[config.mk]
export PLATFORM = sky130hd
export DESIGN_NAME = fdr_queue
export DESIGN_NICKNAME = d
export VERILOG_FILES = /design/src/rtl/frame_diff_dirty_rect_core_assert.svh /design/src/rtl/fdr_pkg.sv /design/src/rtl/fdr_queue.sv
export SDC_FILE = /design/constraint.sdc
export NUM_CORES = 1
export LEC_CHECK = 0
export BUFFER_PORTS_ARGS = -buffer_cell sky130_fd_sc_hd__buf_2
export CAP_MARGIN = 5
export CORE_ASPECT_RATIO = 1.4
export CORE_UTILIZATION = 40
export CTS_CLUSTER_SIZE = 20
export DETAILED_ROUTE_END_ITERATION = 16
export GPL_ROUTABILITY_DRIVEN = 1
export RECOVER_POWER = 100
export SYNTH_ARGS = -nofsm -noshare
export SYNTH_HDL_FRONTEND = slang
export SYNTH_SLANG_ARGS = --single-unit
[constraint.sdc]
create_clock -name clk -period 3.7 [get_ports clk]
set_clock_uncertainty 0.1 [all_clocks]
set_input_delay 0.555 -clock clk [delete_from_list [all_inputs] [get_ports clk]]
set_output_delay 0.555 -clock clk [all_outputs]
set_load 0.1 [all_outputs]
[src/rtl/frame_diff_dirty_rect_core_assert.svh]
// Assertion macros used by the frame difference detector back end.
`ifndef FRAME_DIFF_DIRTY_RECT_CORE_ASSERT_SVH
`define FRAME_DIFF_DIRTY_RECT_CORE_ASSERT_SVH

// Same-cycle implication, sampled on clk, off while arst_n is low.
`define FDR_ASSERT(label, ante, cons, msg) \
	label: assert property (@(posedge clk) disable iff (!arst_n) (ante) |-> (cons)) \
		else $error(msg);

// Next-cycle implication, sampled on clk, off while arst_n is low.
`define FDR_ASSERT_NEXT(label, ante, cons, msg) \
	label: assert property (@(posedge clk) disable iff (!arst_n) (ante) |=> (cons)) \
		else $error(msg);

`endif

[src/rtl/fdr_pkg.sv]
// Shared types, constants and pixel conversion for the frame difference detector.
package fdr_pkg;

	localparam int MAX_WIDTH   = 1024;
	localparam int MAX_HEIGHT  = 1024;
	localparam int COL_W       = 10;
	localparam int ROW_W       = 10;
	localparam int DIM_W       = 11;
	localparam int HALF_W      = DIM_W - 1;
	localparam int IDX_W       = 19;
	localparam int STORE_DEPTH = (MAX_WIDTH / 2) * MAX_HEIGHT;
	localparam int SHIFT_W     = 5;
	localparam int CFG_IDX_W   = 3;
	localparam int QDEPTH      = 4;
	localparam int QPTR_W      = 2;
	localparam int QCNT_W      = 3;

	localparam logic [31:0] CHECKER_A  = 32'h18e3_20e4;
	localparam logic [31:0] CHECKER_B  = 32'h20e4_18e3;
	localparam logic [31:0] FLAT_WORD  = 32'h18e3_18e3;
	localparam logic [31:0] FIELD_MASK = 32'h001f_001f;

	typedef enum logic [CFG_IDX_W-1:0] {
		REG_FRAME_WIDTH  = 3'd0,
		REG_FRAME_HEIGHT = 3'd1,
		REG_RED_SHIFT    = 3'd2,
		REG_GREEN_SHIFT  = 3'd3,
		REG_BLUE_SHIFT   = 3'd4
	} cfg_reg_t;

	typedef struct packed {
		logic [31:0]      word;
		logic [IDX_W-1:0] idx;
		logic [COL_W-1:0] col;
		logic [ROW_W-1:0] row;
		logic             frame_end;
	} item_t;

	typedef struct packed {
		logic  valid;
		item_t item;
	} q_head_t;

	typedef struct packed {
		logic [SHIFT_W-1:0] red;
		logic [SHIFT_W-1:0] green;
		logic [SHIFT_W-1:0] blue;
	} shifts_t;

	function automatic logic [31:0] to_remote(input logic [31:0] p, input shifts_t sh);
		logic [31:0] r;
		logic [31:0] g;
		logic [31:0] b;
		r = (p >> sh.red) & FIELD_MASK;
		g = (p >> sh.green) & FIELD_MASK;
		b = (p >> sh.blue) & FIELD_MASK;
		return r | (g << 5) | (b << 10);
	endfunction

endpackage

[src/rtl/fdr_queue.sv]
// Short FIFO between the front end and the compare back end.
module fdr_queue (
	input  logic              clk,
	input  logic              arst_n,
	input  logic              push,
	input  fdr_pkg::item_t    push_item,
	output logic              has_room,
	output fdr_pkg::q_head_t  head,
	input  logic              pop
);
	import fdr_pkg::*;

	item_t             entries_q [QDEPTH];
	logic [QPTR_W-1:0] wr_ptr_q;
	logic [QPTR_W-1:0] rd_ptr_q;
	logic [QCNT_W-1:0] count_q;

	assign has_room   = count_q != QCNT_W'(QDEPTH);
	assign head.valid = count_q != '0;
	assign head.item  = entries_q[rd_ptr_q];

	always_ff @(posedge clk) begin
		if (push) begin
			entries_q[wr_ptr_q] <= push_item;
		end
	end

	always_ff @(posedge clk or negedge arst_n) begin
		if (!arst_n) begin
			wr_ptr_q <= '0;
			rd_ptr_q <= '0;
			count_q  <= '0;
		end else begin
			if (push) begin
				wr_ptr_q <= wr_ptr_q + QPTR_W'(1);
			end
			if (pop) begin
				rd_ptr_q <= rd_ptr_q + QPTR_W'(1);
			end
			count_q <= count_q + QCNT_W'(push) - QCNT_W'(pop);
		end
	end

endmodule

Yosys cells after proc, flatten, opt, wreduce, memory -nomap -nowiden
Memory sizes are Yosys's and may differ from the RTL's.
Index checks and enable logic that the tools add are counted.
{"block": "totals", "regBits": 7, "ramBits": 288, "input_bits": 76, "output_inout_bits": 74, "elab_cells": 12, "memories": 1}
{"block": "op_classes", "add_sub_neg": 4, "n_eq_ne": 1, "n_mux": 2, "reduce_logical": 1}
{"memory": "entries_q", "depth": 4, "width": 72, "rd": 1, "rd_ports_with_merged_regs": 0, "write_ports": 1, "line": "fdr_queue.sv:13", "text": "item_t entries_q [QDEPTH];"}
{"op": "adder 2 x 1 -> 2 bit (second input constant)", "n": 2}
{"op": "adder 3 x 1 -> 3 bit", "n": 1}
{"op": "inequality test 3 bit (second input constant)", "n": 1}
{"op": "nonzero test 3 bit", "n": 1}
{"op": "subtractor 3 x 1 -> 3 bit", "n": 1}
{"op": "2-to-1 mux 1 bit", "n": 2}

Depth between registers and ports, before layout
Gate-level depths: netlist of the first run.
{"block": "depth", "ltp_word": 2, "ltp_mapped": 8, "ltp_nobuf": 8}

Least setup slack after synthesis of the first run
No wires, ideal clock.
{"block": "synth_timing", "kind": "reg2reg", "start": "register wr_ptr_q[0]", "end": "memory entries_q[2][0] (netlist bit), enable pin", "setup_ps": 438, "arrival_ps": 2300, "required_ps": 3162, "path_slack_ps": 863, "stages_incl_launch_ff": 4, "path_buffers": 0, "period_less_slack_ps": 2837, "cell_sequence": "dfrtp_1 > inv_1 > ha_1 > and2_1"}
{"element": "start, declared", "line": "fdr_queue.sv:14", "text": "logic [QPTR_W-1:0] wr_ptr_q;"}
{"element": "start signal, assigned", "line": "fdr_queue.sv:35", "text": "wr_ptr_q <= wr_ptr_q + QPTR_W'(1);"}
{"element": "end, declared", "line": "fdr_queue.sv:13"}
No word-level cell before the write port.

==> summary.txt, run 1 <==
Final layout
  – Fraction of layout cells with a size suffix above 1: 0.3155
  – Antenna Cells: 0
  – Filler cell count: 2,173
  – P&R area growth vs syn: 17.46%
  – Most common cell after layout, fill and taps aside: edfxtp_1
  – Layout Utilization: 0.4821
  – Post-route design area: 0.01267 mm2
  – Commonest cells after routing, fill and taps aside: 288 x edfxtp_1, 88 x clkbuf_1, 72 x mux4_2
  – Nets: 665

Placed design
  – Gpl congestion: between 0.6 and 0.7
  – DP HPWL: 11,630 um
  – Setup WS pre-CTS: roughly 940 ps
  – Placed cell area: 0.01192 mm2
  – Port Buffers: between 100 and 150

Clock network
  – Root Buffer: clkbuf_16
  – H-tree levels: 1
  – Worst-path clk slew: 60 ps
  – TritonCTS clock tree: yes
  – Clock latency on the worst-skew pair: 530 ps
  – Clk sinks: a little under 300
  – CTS Buf Count: 28
  – Post-CTS Setup Inserts: 0
  – Bufs on Longest Clock Path: 3

Detailed routing
  – Drt total wl: just under 20,000 um
  – Pre-Repair DR Iteration Count: 4
  – DRT antenna net count: 0
  – Routed via count: 4,802
  – DR WL/cell: 21.32 um
  – Vias/cell: 5.203
  – DRC violations left: 0
  – DR iter-0 viols: roughly 180

STA
  – Final Hold Vio Count: 0
  – Rel. slew slack: -0.3322
  – Final min period: 3310 ps
  – Tightest Pin Transition: 1998 ps
  – Final period util: 0.8946
  – Setup violators final: 0
  – Fin. max-slew vios: 219
  – Fin Setup TNS: 0 ps
  – Final WS setup: around 400 ps
  – Unrepaired setup endpoints after global routing: no
  – Max Clk Rate: 302.1 MHz

Critical path
  – Data required, critical path: 3040 ps
  – Critical path origin: rd_ptr_q[0]
  – CP arrival: 2660 ps
  – Crit Path Class: reg -> out
  – R2R depth: 4
  – Worst r2r src: wr_ptr_q[0]
  – R2r endpoint: entries_q[0][41]
  – Critical path startpoint category: flop
  – Critical Path Sink Type: output pin
  – Reg2reg setup slack: between 600 and 700 ps
  – Largest fanout on the critical path: 30

Die
  – Row count: 70
  – Initial Util: 0.4104
  – Floorplan core area: 0.02628 mm2
  – # IOs: 150
  – Die area: 0.02763 mm2
  – DIE WIDTH: 140.8 um
  – Die height: 196.3 um

Synthesis
  – Synth top area cells: edfxtp_1 80%, mux4_2 15%, dfrtp_1 1.6%
  – Net Count, Synth: 494
  – Synth Register Bits: ~300
  – Avg Inst Size Synth: 26.24 um2
  – Distinct cells, synth: 16
  – Yosys warnings: 0
  – Cell Area, Synth: 0.01078 mm2
  – Post-synth top area cell: edfxtp_1
  – Synth top area share: 0.8019
  – Sequential element share of the synthesized area: 0.8182
  – Syn Inst Count: 411

Hold path
  – Hold_sp: pop
  – Hold Path End: rd_ptr_q[0]
  – Tightest Hold Check Type: in -> reg
  – Worst hold path depth: 2

Global routing
  – Largest net degree at the start of global routing: 73
  – All-layer global routing usage: 0.1475
  – First-pass GRT wire length: 30,750 um
  – Vias in the first global route: 5,471
  – Initial antenna violation count: 1
  – GRT overflow: 0

Outcome
  – Failing checks: max-capacitance violations, max-slew violations
  – Status: finished, violations left

Job
  – Maxcap violations: 3
[routing by layer]
metal	share of wire	routed length, um	global-route usage
met1	0.37	7379	0.1678
met2	0.55	10890	0.2740
met3	0.049	971	0.02831
met4	0.021	420	0.05233
met5	0.00066	13	0
[stage by stage]
stage          cells  hold slack, ps
5_1_grt          923           151.4
3_5_place_dp     875           305.1
4_1_cts          923           105.1
6_report         923           154.1
3_3_place_gp     875           294.4
2_1_floorplan    411           159.4
[worst max-delay path, stage by stage (launching register included)]
cell	delay (ps)
dfrtp_4	840
buf_4	340
mux4_2	530
clkbuf_2	390
[worst max path at each step]
stage                            to  cells after the start
floorplan           entries_q[2][0]                      3
global placement           head[42]                      3
detailed placement         head[33]                      3
CTS                        head[33]                      3
global route               head[33]                      3
finish                     head[42]                      3
[timing repair]
action,CTS,global route
resized for setup,0,0
endpoints found under the hold margin,7,0
hold buffers,1,0
[cells by family after synthesis]
| kind of cell | after synthesis | synth area share |
|---|---|---|
| fa+ha+maj | 7 | 0.008818 |
| mux | 72 | 0.1504 |
| buf+inv | 22 | 0.01381 |
| flops | 295 | 0.8182 |
| compound gates | 1 | 0.0004636 |
| xor+xnor | 5 | 0.004062 |
| simple gates | 9 | 0.004292 |
[Yosys cell counts]
master	n
or3_1	1
dfrtp_1	7
buf_4	1
fa_1	1
inv_1	6
and2_1	4
o21ai_0	1
buf_2	8
edfxtp_1	288
ha_1	6
mux4_2	72
buf_6	7
xor2_1	2
nor2_1	1
xnor2_1	3
nand2_1	3
[cell type report]
type                            instances  area (um2)  area share
Clock buffer                           40       767.0     0.06055
Clock inverter                          7       80.08    0.006322
Inverter                                6       22.52    0.001778
Tap cell                              324       405.4     0.03200
Timing Repair Buffer                  157       744.5     0.05877
Sequential cell                       295        8831      0.6972
Multi-Input combinational cell         94        1817      0.1434
[registers in the layout (all words and copies together), names as in the netlist]
name       count
rd_ptr_q       2
count_q        3
entries_q    288
wr_ptr_q       2
Power of run 1 is left out: the tool's default activity adds up to more than one toggle a clock period on the data nets, which glitch-free logic cannot reach.
==> run 2: changes to the inputs <==
Settings changed: CTS_BUF_LIST from default to sky130_fd_sc_hd__clkbuf_8.
==> summary.txt, run 2 (synthesis results as in run 1) <==
Outcome
  – Status: finished, violations left (unchanged)
  – Failing checks: max-capacitance violations, max-slew violations (unchanged)

Final layout
  – Reg area: 0.008831 mm2 (unchanged)
  – Most common cell after layout, fill and taps aside: edfxtp_1 (unchanged)
  – Fraction of layout cells with a size suffix above 1: 0.3349 (was 0.3155)
  – Antenna Cells: 0 (unchanged)
  – Biggest regs: entries_q: 288 flops, count_q: 3 flops (unchanged)
  – Area of the multi-input gates: 0.001818 mm2 (was 0.001817 mm2)
  – P&R area growth vs syn: 16.50% (was 17.46%)
  – Largest register FFs: 288 (unchanged)
  – Commonest cells after routing, fill and taps aside: 288 x edfxtp_1, 77 x clkbuf_1, 72 x mux4_2 (was 288 x edfxtp_1, 88 x clkbuf_1, 72 x mux4_2)
  – Top reg by flops: entries_q (unchanged)
  – Filler cell count: 2,182 (was 2,173)
  – Nets: 680 (was 665)

STA
  – Unrepaired setup endpoints after global routing: no (unchanged)
  – Fin Setup TNS: 0 ps (unchanged)
  – Final min period: 3315 ps (was 3310 ps)
  – Fin. max-slew vios: 219 (unchanged)
  – Rel. slew slack: -0.3416 (was -0.3322)
  – Setup violators final: 0 (unchanged)
  – Tightest Pin Transition: 2012 ps (was 1998 ps)
  – Final period util: 0.8960 (was 0.8946)
  – Final Hold Vio Count: 0 (unchanged)
  – Max Clk Rate: 301.6 MHz (was 302.1 MHz)

Global routing
  – Initial antenna violation count: 1 (unchanged)
  – GRT overflow: 0 (unchanged)
  – Largest net degree at the start of global routing: 73 (unchanged)
  – Vias in the first global route: 5,616 (was 5,471)
  – First-pass GRT wire length: 31,110 um (was 30,750 um)
  – All-layer global routing usage: 0.1505 (was 0.1475)

Critical path
  – Critical path startpoint category: flop (unchanged)
  – Worst path bufs/invs: 2 (unchanged)
  – Largest stage delay on the critical path: 840 ps (about the same)
  – Slowest cell on crit path: dfrtp_4 (unchanged)
  – Data required, critical path: 3040 ps (about the same)
  – CP arrival: 2660 ps (about the same)
  – Crit Path Class: reg -> out (unchanged)
  – Largest fanout on the critical path: 30 (unchanged)
  – Crit-path cells: buf_4 > mux4_2 > clkbuf_2 (unchanged)
  – Critical Path Sink Type: output pin (unchanged)
  – CP top delay family: flip-flops (unchanged)

Detailed routing
  – DRC violations left: 0 (unchanged)
  – Routed via count: 4,880 (was 4,802)
  – Vias/cell: 5.131 (was 5.203)
  – DR WL/cell: 20.84 um (was 21.32 um)
  – Pre-Repair DR Iteration Count: 4 (unchanged)
  – DR iter-0 viols: 223 (was 184)
  – Drt total wl: 19,820 um (was 19,680 um)
  – DRT antenna net count: 0 (unchanged)

Placed design
  – Port Buffers: 149 (unchanged)
  – DP HPWL: 11,630 um (unchanged)
  – Gpl congestion: 0.6760 (unchanged)

Die
  – Row count: 70 (unchanged)
  – Floorplan core area: 0.02628 mm2 (unchanged)
  – DIE WIDTH: 140.8 um (unchanged)
  – Die height: 196.3 um (unchanged)
  – # IOs: 150 (unchanged)
  – Die area: 0.02763 mm2 (unchanged)
  – Initial Util: 0.4104 (unchanged)

Clock network
  – CTS Buf Count: 43 (was 28)
  – Worst-path clk slew: 60 ps (about the same)
  – Bufs on Longest Clock Path: 3 (unchanged)
  – TritonCTS clock tree: yes (unchanged)
  – H-tree levels: 2 (was 1)
  – Clock latency on the worst-skew pair: 530 ps (about the same)
  – Root Buffer: clkbuf_8 (was clkbuf_16)
  – Clk sinks: 295 (unchanged)
  – Post-CTS Setup Inserts: 0 (unchanged)

Hold path
  – Tightest Hold Check Type: in -> reg (unchanged)

Job
  – Maxcap violations: 3 (unchanged)
==> run 2: final timing paths <==
kind / from / endpoint / slack, ps / cells past startpoint
min in group asynchronous: arst_n / count_q[2] / 350 / 2
min reg2reg: wr_ptr_q[0] / wr_ptr_q[0] / 450 / 1
min: pop / rd_ptr_q[0] / 150 / 2
max in group asynchronous: arst_n / rd_ptr_q[1] / 2820 / 2
max: rd_ptr_q[0] / head[43] / 380 / 3
max reg2reg: wr_ptr_q[0] / entries_q[0][36] / 980 / 4
==> run 2: area by class of cell <==
class,instances,share of cell area
Tap cell,324,0.03227
Clock inverter,30,0.009760
Sequential cell,295,0.7029
Clock buffer,45,0.04930
Timing Repair Buffer,157,0.05926
Multi-Input combinational cell,94,0.1447
Inverter,6,0.001793
==> run 2: worst register-to-register path, stage by stage, from the launching register on <==
cell	delay (ps)
dfrtp_1	420
inv_1	100
ha_1	150
and2_4	580
clkbuf_1	980
==> run 2: metrics by stage <==
step	hold slack, ps	setup slack (ps)	utilization	std cells	area (um2)
final	147.3	384.7	0.4781	951	12560
after global routing	122.5	196.0	0.4781	951	12560
after CTS	87.91	345.9	0.4821	951	12670
after detailed placement	305.1	941.2	0.4535	875	11920
after global placement	294.4	958.2	0.4535	875	11920
after floorplan	159.4	862.5	-	411	10780
==> run 2: repair_timing <==
action,CTS,global route
setup endpoints to repair,0,0
hold endpoints to repair,7,0
gates resized for setup,0,0
hold buffers,1,0
==> run 2: per-layer routing <==
metal  wire length, um  GRT usage  share of wire  vias up
met2             10930     0.2744           0.55      143
met3              1037    0.03686          0.052       38
met1              7378     0.1676           0.37     2565
met5                13          0        0.00066        -
li1                  -          -              -     2132
met4               461    0.05998          0.023        2
Power of run 2 is left out for the same reason.
