`config.mk`:
```
export PLATFORM = sky130hd
export DESIGN_NAME = fdr_front
export DESIGN_NICKNAME = d
export VERILOG_FILES = /design/src/rtl/frame_diff_dirty_rect_core_assert.svh /design/src/rtl/fdr_pkg.sv /design/src/rtl/fdr_front.sv
export SDC_FILE = /design/constraint.sdc
export NUM_CORES = 1
export LEC_CHECK = 0
export ABC_AREA = 0
export BUFFER_PORTS_ARGS = -buffer_cell sky130_fd_sc_hd__buf_2
export CORE_ASPECT_RATIO = 0.75
export CORE_MARGIN = 2
export CORE_UTILIZATION = 51
export CTS_CLUSTER_SIZE = 8
export DETAILED_ROUTE_END_ITERATION = 10
export HOLD_SLACK_MARGIN = 0.06
export PLACE_DENSITY_LB_ADDON = 0.2
export SYNTH_ARGS = -nofsm -noshare
export SYNTH_HDL_FRONTEND = slang
export SYNTH_SLANG_ARGS = --single-unit
```
`constraint.sdc`:
```
create_clock -name clk -period 8.8 [get_ports clk]
set_input_delay 1.76 -clock clk [delete_from_list [all_inputs] [get_ports clk]]
set_output_delay 1.76 -clock clk [all_outputs]
set_load 0.02 [all_outputs]
```
`src/rtl/frame_diff_dirty_rect_core_assert.svh`:
```
// Assertion macros used by the frame difference detector back end.
`ifndef FRAME_DIFF_DIRTY_RECT_CORE_ASSERT_SVH
`define FRAME_DIFF_DIRTY_RECT_CORE_ASSERT_SVH

// Same-cycle implication, sampled on clk, off while arst_n is low.
`define FDR_ASSERT(label, ante, cons, msg) \
	label: assert property (@(posedge clk) disable iff (!arst_n) (ante) |-> (cons)) \
		else $error(msg);

// Next-cycle implication, sampled on clk, off while arst_n is low.
`define FDR_ASSERT_NEXT(label, ante, cons, msg) \
	label: assert property (@(posedge clk) disable iff (!arst_n) (ante) |=> (cons)) \
		else $error(msg);

`endif

```
`src/rtl/fdr_pkg.sv`:
```
// Shared types, constants and pixel conversion for the frame difference detector.
package fdr_pkg;

	localparam int MAX_WIDTH   = 1024;
	localparam int MAX_HEIGHT  = 1024;
	localparam int COL_W       = 10;
	localparam int ROW_W       = 10;
	localparam int DIM_W       = 11;
	localparam int HALF_W      = DIM_W - 1;
	localparam int IDX_W       = 19;
	localparam int STORE_DEPTH = (MAX_WIDTH / 2) * MAX_HEIGHT;
	localparam int SHIFT_W     = 5;
	localparam int CFG_IDX_W   = 3;
	localparam int QDEPTH      = 4;
	localparam int QPTR_W      = 2;
	localparam int QCNT_W      = 3;

	localparam logic [31:0] CHECKER_A  = 32'h18e3_20e4;
	localparam logic [31:0] CHECKER_B  = 32'h20e4_18e3;
	localparam logic [31:0] FLAT_WORD  = 32'h18e3_18e3;
	localparam logic [31:0] FIELD_MASK = 32'h001f_001f;

	typedef enum logic [CFG_IDX_W-1:0] {
		REG_FRAME_WIDTH  = 3'd0,
		REG_FRAME_HEIGHT = 3'd1,
		REG_RED_SHIFT    = 3'd2,
		REG_GREEN_SHIFT  = 3'd3,
		REG_BLUE_SHIFT   = 3'd4
	} cfg_reg_t;

	typedef struct packed {
		logic [31:0]      word;
		logic [IDX_W-1:0] idx;
		logic [COL_W-1:0] col;
		logic [ROW_W-1:0] row;
		logic             frame_end;
	} item_t;

	typedef struct packed {
		logic  valid;
		item_t item;
	} q_head_t;

	typedef struct packed {
		logic [SHIFT_W-1:0] red;
		logic [SHIFT_W-1:0] green;
		logic [SHIFT_W-1:0] blue;
	} shifts_t;

	function automatic logic [31:0] to_remote(input logic [31:0] p, input shifts_t sh);
		logic [31:0] r;
		logic [31:0] g;
		logic [31:0] b;
		r = (p >> sh.red) & FIELD_MASK;
		g = (p >> sh.green) & FIELD_MASK;
		b = (p >> sh.blue) & FIELD_MASK;
		return r | (g << 5) | (b << 10);
	endfunction

endpackage

```
`src/rtl/fdr_front.sv`:
```
// Front end: accepts framebuffer words, tracks raster position and word index.
module fdr_front (
	input  logic                       clk,
	input  logic                       arst_n,
	input  logic                       live_valid,
	output logic                       live_ready,
	input  logic [31:0]                live_word,
	input  logic [fdr_pkg::DIM_W-1:0]  frame_width,
	input  logic [fdr_pkg::DIM_W-1:0]  frame_height,
	input  logic                       space,
	output logic                       push,
	output fdr_pkg::item_t             push_item
);
	import fdr_pkg::*;

	logic [COL_W-1:0]        col_q;
	logic [ROW_W-1:0]        row_q;
	logic [DIM_W-1:0]        w_even;
	logic [DIM_W-1:0]        eff_w;
	logic [DIM_W-1:0]        eff_h;
	logic [HALF_W-1:0]       half_w;
	logic [ROW_W+HALF_W-1:0] row_base;
	logic                    line_end;
	logic                    frame_end;

	always_comb begin
		w_even = {frame_width[DIM_W-1:1], 1'b0};
		if (w_even < DIM_W'(2)) begin
			eff_w = DIM_W'(2);
		end else if (w_even > DIM_W'(MAX_WIDTH)) begin
			eff_w = DIM_W'(MAX_WIDTH);
		end else begin
			eff_w = w_even;
		end
		if (frame_height < DIM_W'(1)) begin
			eff_h = DIM_W'(1);
		end else if (frame_height > DIM_W'(MAX_HEIGHT)) begin
			eff_h = DIM_W'(MAX_HEIGHT);
		end else begin
			eff_h = frame_height;
		end
		half_w    = eff_w[DIM_W-1:1];
		row_base  = (ROW_W+HALF_W)'(row_q) * (ROW_W+HALF_W)'(half_w);
		line_end  = ({1'b0, col_q} + DIM_W'(2)) >= eff_w;
		frame_end = line_end && (({1'b0, row_q} + DIM_W'(1)) >= eff_h);
	end

	assign live_ready = space;
	assign push       = live_valid && space;

	always_comb begin
		push_item.word      = live_word;
		push_item.idx       = row_base[IDX_W-1:0] + IDX_W'(col_q[COL_W-1:1]);
		push_item.col       = col_q;
		push_item.row       = row_q;
		push_item.frame_end = frame_end;
	end

	// advance the raster position on every accepted beat
	always_ff @(posedge clk or negedge arst_n) begin
		if (!arst_n) begin
			col_q <= '0;
			row_q <= '0;
		end else if (push) begin
			if (frame_end) begin
				col_q <= '0;
				row_q <= '0;
			end else if (line_end) begin
				col_q <= '0;
				row_q <= row_q + ROW_W'(1);
			end else begin
				col_q <= col_q + COL_W'(2);
			end
		end
	end

endmodule

```
* After elaboration in Yosys (flattened, before gate mapping) *
Index checks and enable logic that the tools add are counted.

word-level totals
  logic and storage cells = 26
  bits in registers = 20
  bits of input ports = 58
  output and inout port bits = 74

cells by class
  order comparisons = 6
  multipliers = 1
  reductions and logical operators = 4
  multiplexer cells = 8
  add/subtract/negate cells = 5

operators by type and width
  kind                                                                           number
  11-bit two-way mux                                                             4
  10-bit two-way mux                                                             4
  11-bit >= comparator                                                           2
  11-bit greater-than comparator, second input constant                          2
  19-bit by 9-bit adder with 19-bit output                                       1
  10-bit by 10-bit multiplier with 19-bit output                                 1
  10-bit by 1-bit adder with 11-bit output, second input constant                1
  10-bit by 2-bit adder with 11-bit output, second input constant                1
  11-bit by 1-bit less-than comparator with 1-bit output, second input constant  1
  11-bit by 2-bit less-than comparator with 1-bit output, second input constant  1
  10-bit by 1-bit adder with 10-bit output, second input constant                1
  10-bit by 2-bit adder with 10-bit output, second input constant                1
  1-bit logical AND                                                              2
  2-bit AND reduction                                                            1
  2-bit nonzero test                                                             1

* Logic depth before layout (Yosys ltp) *
Gate-level depths: netlist of run 1.

  depth in word-level cells = 7
  depth in mapped cells = 23
  mapped depth without buffers = 22

* Least setup slack after synthesis of run 1 *
No wires, ideal clock.

  path type = input to output
  start point = input frame_width[3] (netlist bit)
  end point = output push_item[36] (netlist bit)
  cell stages on the path = 22
  data required time = 7,040 ps
  path slack = 64 ps
  path buffers = 1
  arrival = 6,976 ps
  cells stage by stage = nor4_1 nand3_1 nand2_1 and2_1 clkbuf_1 nand2_1 fa_1 inv_1 fa_1 inv_1 fa_1 inv_1 fa_1 inv_1 fa_1 inv_1 ha_1 and2_1 o41ai_2 a31oi_1 or4_1 nand4_1

RTL lines
  what         RTL line         source
  from (decl)  fdr_front.sv:8   input logic [fdr_pkg::DIM_W-1:0] frame_width,
  to (decl)    fdr_front.sv:12  output fdr_pkg::item_t push_item

==> results of run 1 <==
-- final cells by class --
class,instances,area [um^2]
flip-flops and latches,19,475
clock buffers,3,75.1
fillers,967,4390
inverters,115,432
well taps,140,175
repair buffers,106,677
clock inverters,1,5.00
multi-input cells,487,4630
-- routing by layer --
metal	vias to the layer above	global-route usage [%]	part of all wire, %
met5	-	0	0
met4	0	3.52	1.1
met3	21	3.03	5.2
met2	143	37.3	47
met1	2328	33.0	46
li1	2234	-	-
-- state kept, by name, indices dropped and copies added (netlist names) --
name / flops
row_q: 10
col_q: 9
-- what timing repair did --
| action | CTS | global route |
|---|---|---|
| setup buffers | 11 | 6 |
| cloned | 0 | 1 |
| pin swaps | 19 | 38 |
| gates resized for setup | 14 | 54 |
| setup endpoints to repair | 5 | 8 |
-- logic make-up after synthesis --
family / after synthesis / share of synthesized area, %
other: 1 / 0.0665
DFF: 19 / 8.43
muxes: 1 / 0.200
and+or+nand+nor: 221 / 19.2
xor gates and xnor gates: 33 / 5.13
adders and majority gates: 149 / 42.4
buffers and inverters: 178 / 14.4
AOI/OAI and AO/OA: 82 / 10.2
-- worst register-to-register path, stage by stage (launching register included) --
cell	delay [ps]
dfrtp_1	710
ha_1	330
and3_1	260
nand3_1	150
nor2_1	180
xor2_1	220
ha_1	300
o21a_1	120
o21bai_1	180
a211oi_1	70
or3_1	550
or2_2	410
o21ai_0	160
-- synth_stat cells (2+ instances only) --
cell and n:
a211oi_1 4, a21o_1 8, a21oi_1 18, a22o_2 2, a31oi_1 3, and2_1 45, and3_1 15, buf_4 36
clkbuf_1 26, clkinv_1 2, dfrtp_1 19, fa_1 70, ha_1 79, inv_1 113, nand2_1 93, nand2b_1 5
nand3_1 18, nand4_1 3, nor2_1 18, nor2b_1 9, nor3_1 3, nor4_1 4, o211ai_1 5, o21a_1 3
o21ai_0 18, o21ai_2 2, o21bai_1 5, o2bb2ai_1 2, o41ai_1 3, or2_2 2, or3_1 3, or4_1 2
xnor2_1 23, xor2_1 10
-- worst paths after layout --
| kind | startpoint | endpoint | slack, ps |
|---|---|---|---|
| min in group asynchronous | arst_n | col_q[3]$_DFFE_PN0P_ | 1450 |
| min reg2reg | col_q[2]$_DFFE_PN0P_ | col_q[2]$_DFFE_PN0P_ | 600 |
| max | frame_width[3] | push_item[39] | 100 |
| min | col_q[2]$_DFFE_PN0P_ | col_q[2]$_DFFE_PN0P_ | 600 |
| max in group asynchronous | arst_n | row_q[0]$_DFFE_PN0P_ | 7030 |
| max reg2reg | row_q[1]$_DFFE_PN0P_ | row_q[0]$_DFFE_PN0P_ | 5080 |
-- power by group through the flow --
stage | sequential (mW) | combinational, mW | clock (mW)
after floorplan | 0.143 | 0.468 | 0
after global placement | 0.154 | 0.608 | 0
after detailed placement | 0.155 | 0.621 | 0
after CTS | 0.153 | 0.643 | 0.0953
after global routing | 0.160 | 0.781 | 0.101
final | 0.156 | 0.697 | 0.0950
-- placed cells by master (no fill, tap or decap), types with 3 or more instances in the layout --
cell type  count
buf_4         42
ha_4           9
nor2_1        18
nand2_2        4
xor2_1        10
and3_1        15
or3_1          3
fa_1          67
o21bai_1       4
inv_2          8
o211ai_1       5
and2_1        41
nor2b_1        9
a21oi_1       14
nand2_1       89
o21ai_0       17
inv_1        105
nand4_1        3
buf_6          5
dfrtp_1       19
clkbuf_16      3
o21a_1         3
nand2b_1       4
xnor2_1       22
a211oi_1       3
buf_2         58
a21oi_2        3
nand3_1       17
fa_2           3
a21o_1         8
nor4_1         3
ha_1          70
and2_4         4
-- per-stage QoR --
stage | worst slack, ps | cells
after floorplan | 63.6 | 684
after detailed placement | -233 | 850
after CTS | 16.7 | 865
final | 101 | 871
after global placement | -144 | 850
after global routing | -89.3 | 871
==> impl_metrics.csv, run 1 <==
group,metric,value,unit
run_status,status,"complete, no violations",
sta,maxSlewViolCount,0,
cts,cts_tree,"yes",
drt,drt_iter0_drc,217,
global_routing,grt_max_degree,20,
power,ir_drop,0.0886,mV
drt,vias_per_cell,5.43,
finish,final_layout_size_suffix_gt1_share,22.7,%
finish,nNetsFinal,939,
yosys,syn_area_per_cell,8.24,um^2
die,dieArea,11900,um^2
min_path,whs_path_depth,2,
power,total_power,947,uW
critical_path,cp-start-kind,"input pin",
die,num_io_pins,132,
power,leakagePower,3.57,nW
critical_path,criticalPathCategory,"input pin to output pin",
sta,finalSetupViolations,0,
critical_path,critPathArrivalTime,6940,ps
sta,min_period,8700,ps
die,initial_core_util,51.9,%
drt,drt_pass1_iterations,5,
yosys,yosysTopAreaCellShare,24.9,%
cts,cts_made_buffers,3,
sta,fmax,0.115,GHz
global_routing,grt_pass1_wl,22100,um
placed_design,gp_congestion,0.854,
yosys,synth_area,5640,um^2
finish,utilization,59.6,%
yosys,yosys-top-cells-area,"fa_1, ha_1, dfrtp_1",
placed_design,post_dp_cell_area,5940,um^2
critical_path,cp_cell_sequence,"buf_8 -> nor4_4 -> nand3_2 -> nand2_2 -> and2_4 -> buf_6 -> nand2_2 -> fa_1 -> inv_1 -> fa_2 -> fa_1 -> fa_1 -> inv_1 -> fa_1 -> inv_2 -> ha_4 -> o211ai_1 -> a21o_1 -> a311o_1 -> o211ai_1 -> buf_4 -> o221a_4 -> xnor2_2 -> buf_4",
power,power_frac_comb,73.5,%
yosys,synth.distinct_cells,47,
sta,clock_skew,2.27,ps
die,fp.coreArea,10900,um^2
sta,setup_tns,0,ps
global_routing,grt_pass1_vias,4521,
global_routing,grt_usage,22.7,%
power,intPower,467,uW
yosys,synth.net_count,891,
critical_path,path_delay_family,"adder cells",
critical_path,r2r_cells,12,
yosys,ys_ff_latch,19,
global_routing,overflow,0,
cts,cts_buffer_depth,2,
critical_path,crit_fanout,5,
critical_path,max_stage_delay,540,ps
sta,rsz0062_at_grt,"true",
placed_design,hpwl,10500,um
yosys,yosysWarnings,0,
sta,holdWs,598,ps
yosys,synth_edf_count,0,
sta,hold_viol,0,
power,p_clk_share,10.0,%
drt,wl,13500,um
cts,cts.reportedPaths.clkPinSlew,60,ps
sta,tightestPinTransition,694,ps
cts,clock_latency,250,ps
die,rows,33,
sta,post-route-period-util,98.9,%
finish,stdcell_area,6470,um^2
cts,cts-root-buf,"clkbuf_16",
yosys,yosysSeqAreaShare,8.43,%
power,p_seq_share,16.4,%
power,sw_frac_of_total,50.7,%
drt,drc,0,
die,dieHeight,95.1,um
power,powerDensity,146,nW/um^2
sta,slew_headroom,53.7,%
run,maxCapViolCount,0,
yosys,yosysTopAreaCell,"fa_1",
drt,antenna_left,0,
placed_design,io_buffers,65,
drt,vias,4726,
power,p_sw,480,uW
critical_path,cp-end-kind,"output pin",
die,die_w,125,um
drt,routedWlPerCell,15.5,um
critical_path,cpMaxStageDelayCell,"fa_1",
critical_path,path_buf_inv,7,
min_path,min_path_type,"register to register",
critical_path,cp.required,7040,ps
yosys,ys_async_sr_fraction,100,%
yosys,synthCells,684,
finish,n_antenna_cell,0,
finish,area_growth,14.7,%
cts,htree_levels,1,
yosys,synth-main-ff-cell,"dfrtp_1",
critical_path,path_depth,24,
critical_path,crit_top_cell,"fa_1",
cts,cts_sinks,19,
cts,cts-hold-fix-buffers,0,
global_routing,antenna_found_initial,0,
No activity file was read; power rests on OpenSTA's default activity.
==> run 2, diff against run 1 <==
CORE_ASPECT_RATIO = 0.7   (was 0.75)
==> impl_metrics.csv, run 2 (synthesis gave the netlist of run 1 again) <==
group,metric,value,unit
placed_design,io_buffers,65,
finish,largest_reg_flops,10,
sta,post-route-period-util,99.3,%
run_status,status,"complete, no violations",
die,rows,32,
power,ir_drop,0.115,mV
critical_path,cp-start-kind,"input pin",
global_routing,antenna_found_initial,0,
cts,htree_levels,1,
global_routing,grt_pass1_vias,4638,
die,num_io_pins,132,
die,dieArea,11900,um^2
cts,cts.reportedPaths.clkPinSlew,60,ps
finish,layout_common_cells,"inv_1, nand2_1, ha_1",
critical_path,r2r-start,"row_q[0]$_DFFE_PN0P_",
drt,vias_per_cell,5.36,
drt,vias,4682,
drt,drc,0,
global_routing,grt_pass1_wl,21700,um
global_routing,overflow,0,
min_path,holdPathEnd,"col_q[4]$_DFFE_PN0P_",
sta,clock_skew,4.40,ps
critical_path,crit_fanout,7,
sta,finalSetupViolations,0,
die,fp.coreArea,10900,um^2
critical_path,rr_endpoint,"row_q[6]$_DFFE_PN0P_",
critical_path,regToRegSetupSlack,5060,ps
finish,largest_registers,"row_q (10), col_q (9)",
power,powerDensity,148,nW/um^2
sta,tightestPinTransition,625,ps
sta,min_period,8730,ps
min_path,whs_path_depth,2,
cts,cts_tree,"yes",
finish,regMostFlops,"row_q",
finish,utilization,57.3,%
global_routing,grt_max_degree,20,
cts,cts-root-buf,"clkbuf_16",
critical_path,criticalPathCategory,"input pin to output pin",
die,initial_core_util,51.8,%
cts,cts_buffer_depth,2,
global_routing,grt_usage,22.7,%
finish,area_growth,10.7,%
run,maxCapViolCount,0,
die,dieHeight,92.0,um
critical_path,critPathArrivalTime,6970,ps
sta,rsz0062_at_grt,"true",
finish,final_layout_size_suffix_gt1_share,18.1,%
sta,maxSlewViolCount,0,
placed_design,hpwl,10800,um
min_path,min_path_type,"register to register",
critical_path,cp-end-kind,"output pin",
sta,slew_headroom,58.4,%
die,die_w,130,um
drt,wl,13400,um
critical_path,r2r_cells,12,
min_path,hp-start,"col_q[4]$_DFFE_PN0P_",
critical_path,cp.required,7040,ps
cts,cts_made_buffers,3,
power,leakagePower,3.47,nW
cts,cts_sinks,19,
placed_design,gp_congestion,0.859,
drt,antenna_left,0,
finish,final_common_cell,"inv_1",
sta,fmax,0.114,GHz
cts,cts-hold-fix-buffers,0,
placed_design,post_dp_cell_area,5970,um^2
drt,drt_iter0_drc,206,
cts,clock_latency,260,ps
drt,routedWlPerCell,15.3,um
sta,hold_viol,0,
drt,drt_pass1_iterations,4,
finish,stdcell_area,6240,um^2
finish,nNetsFinal,928,
finish,n_antenna_cell,0,
-- run 2: area by class of cell --
| cell class | count | area, um^2 |
|---|---|---|
| Fill cell | 1061 | 4650 |
| Tap cell | 153 | 191 |
| Sequential cell | 19 | 475 |
| Clock buffer | 3 | 75.1 |
| Timing Repair Buffer | 95 | 593 |
| Clock inverter | 1 | 5.00 |
| Inverter | 115 | 432 |
| Multi-Input combinational cell | 487 | 4470 |
-- run 2: per-layer routing --
metal	track usage (%)	part of all wire [%]
met5	0	0
met4	4.03	1.3
met3	3.27	4.9
met2	36.6	47
met1	32.8	47
-- run 2: through the flow --
step | hold slack [ps] | worst slack, ps | setup TNS, ps | power [mW] | instances
after floorplan | 650 | 63.6 | 0 | 0.612 | 684
after CTS | 619 | 0.408 | 0 | 0.905 | 871
after global routing | 657 | -140 | -618 | 1.02 | 873
final | 623 | 65.6 | 0 | 0.922 | 873
after detailed placement | 605 | -231 | -593 | 0.778 | 865
after global placement | 590 | -132 | -282 | 0.763 | 865
-- run 2: power breakdown --
group          total (mW)  switching (mW)  internal [mW]
clock network      0.0989          0.0377         0.0612
logic               0.670           0.385          0.285
registers           0.153          0.0513          0.102
-- run 2: worst max path at each step --
stage | startpoint | end | slack (ps) | cells after the start
floorplan | frame_width[3] | push_item[36] | 60 | 22
global placement | frame_width[3] | push_item[38] | -130 | 23
detailed placement | frame_width[3] | push_item[38] | -230 | 23
CTS | frame_width[3] | push_item[36] | 0.4 | 26
global route | frame_width[3] | push_item[36] | -140 | 23
finish | frame_width[3] | push_item[39] | 70 | 23
-- run 2: what timing repair did --
| item | in CTS | in global routing |
|---|---|---|
| setup endpoints to repair | 6 | 6 |
| buffers inserted | 2 | 2 |
| pin swaps | 8 | 9 |
| resized for setup | 13 | 21 |
-- run 2: critical path: stages --
cell      delay [ps]
buf_8            100
nor4_4           240
nand3_1          120
nand2_1          110
and2_4           160
buf_6            120
nand2_1           70
fa_1             500
inv_1             50
fa_1             430
fa_1             510
fa_1             490
inv_1             50
fa_1             520
inv_1             60
ha_4             290
o211ai_1          80
a21o_1           190
a311o_1          280
o211ai_1         220
o221a_2          290
xnor2_1          110
buf_2            180
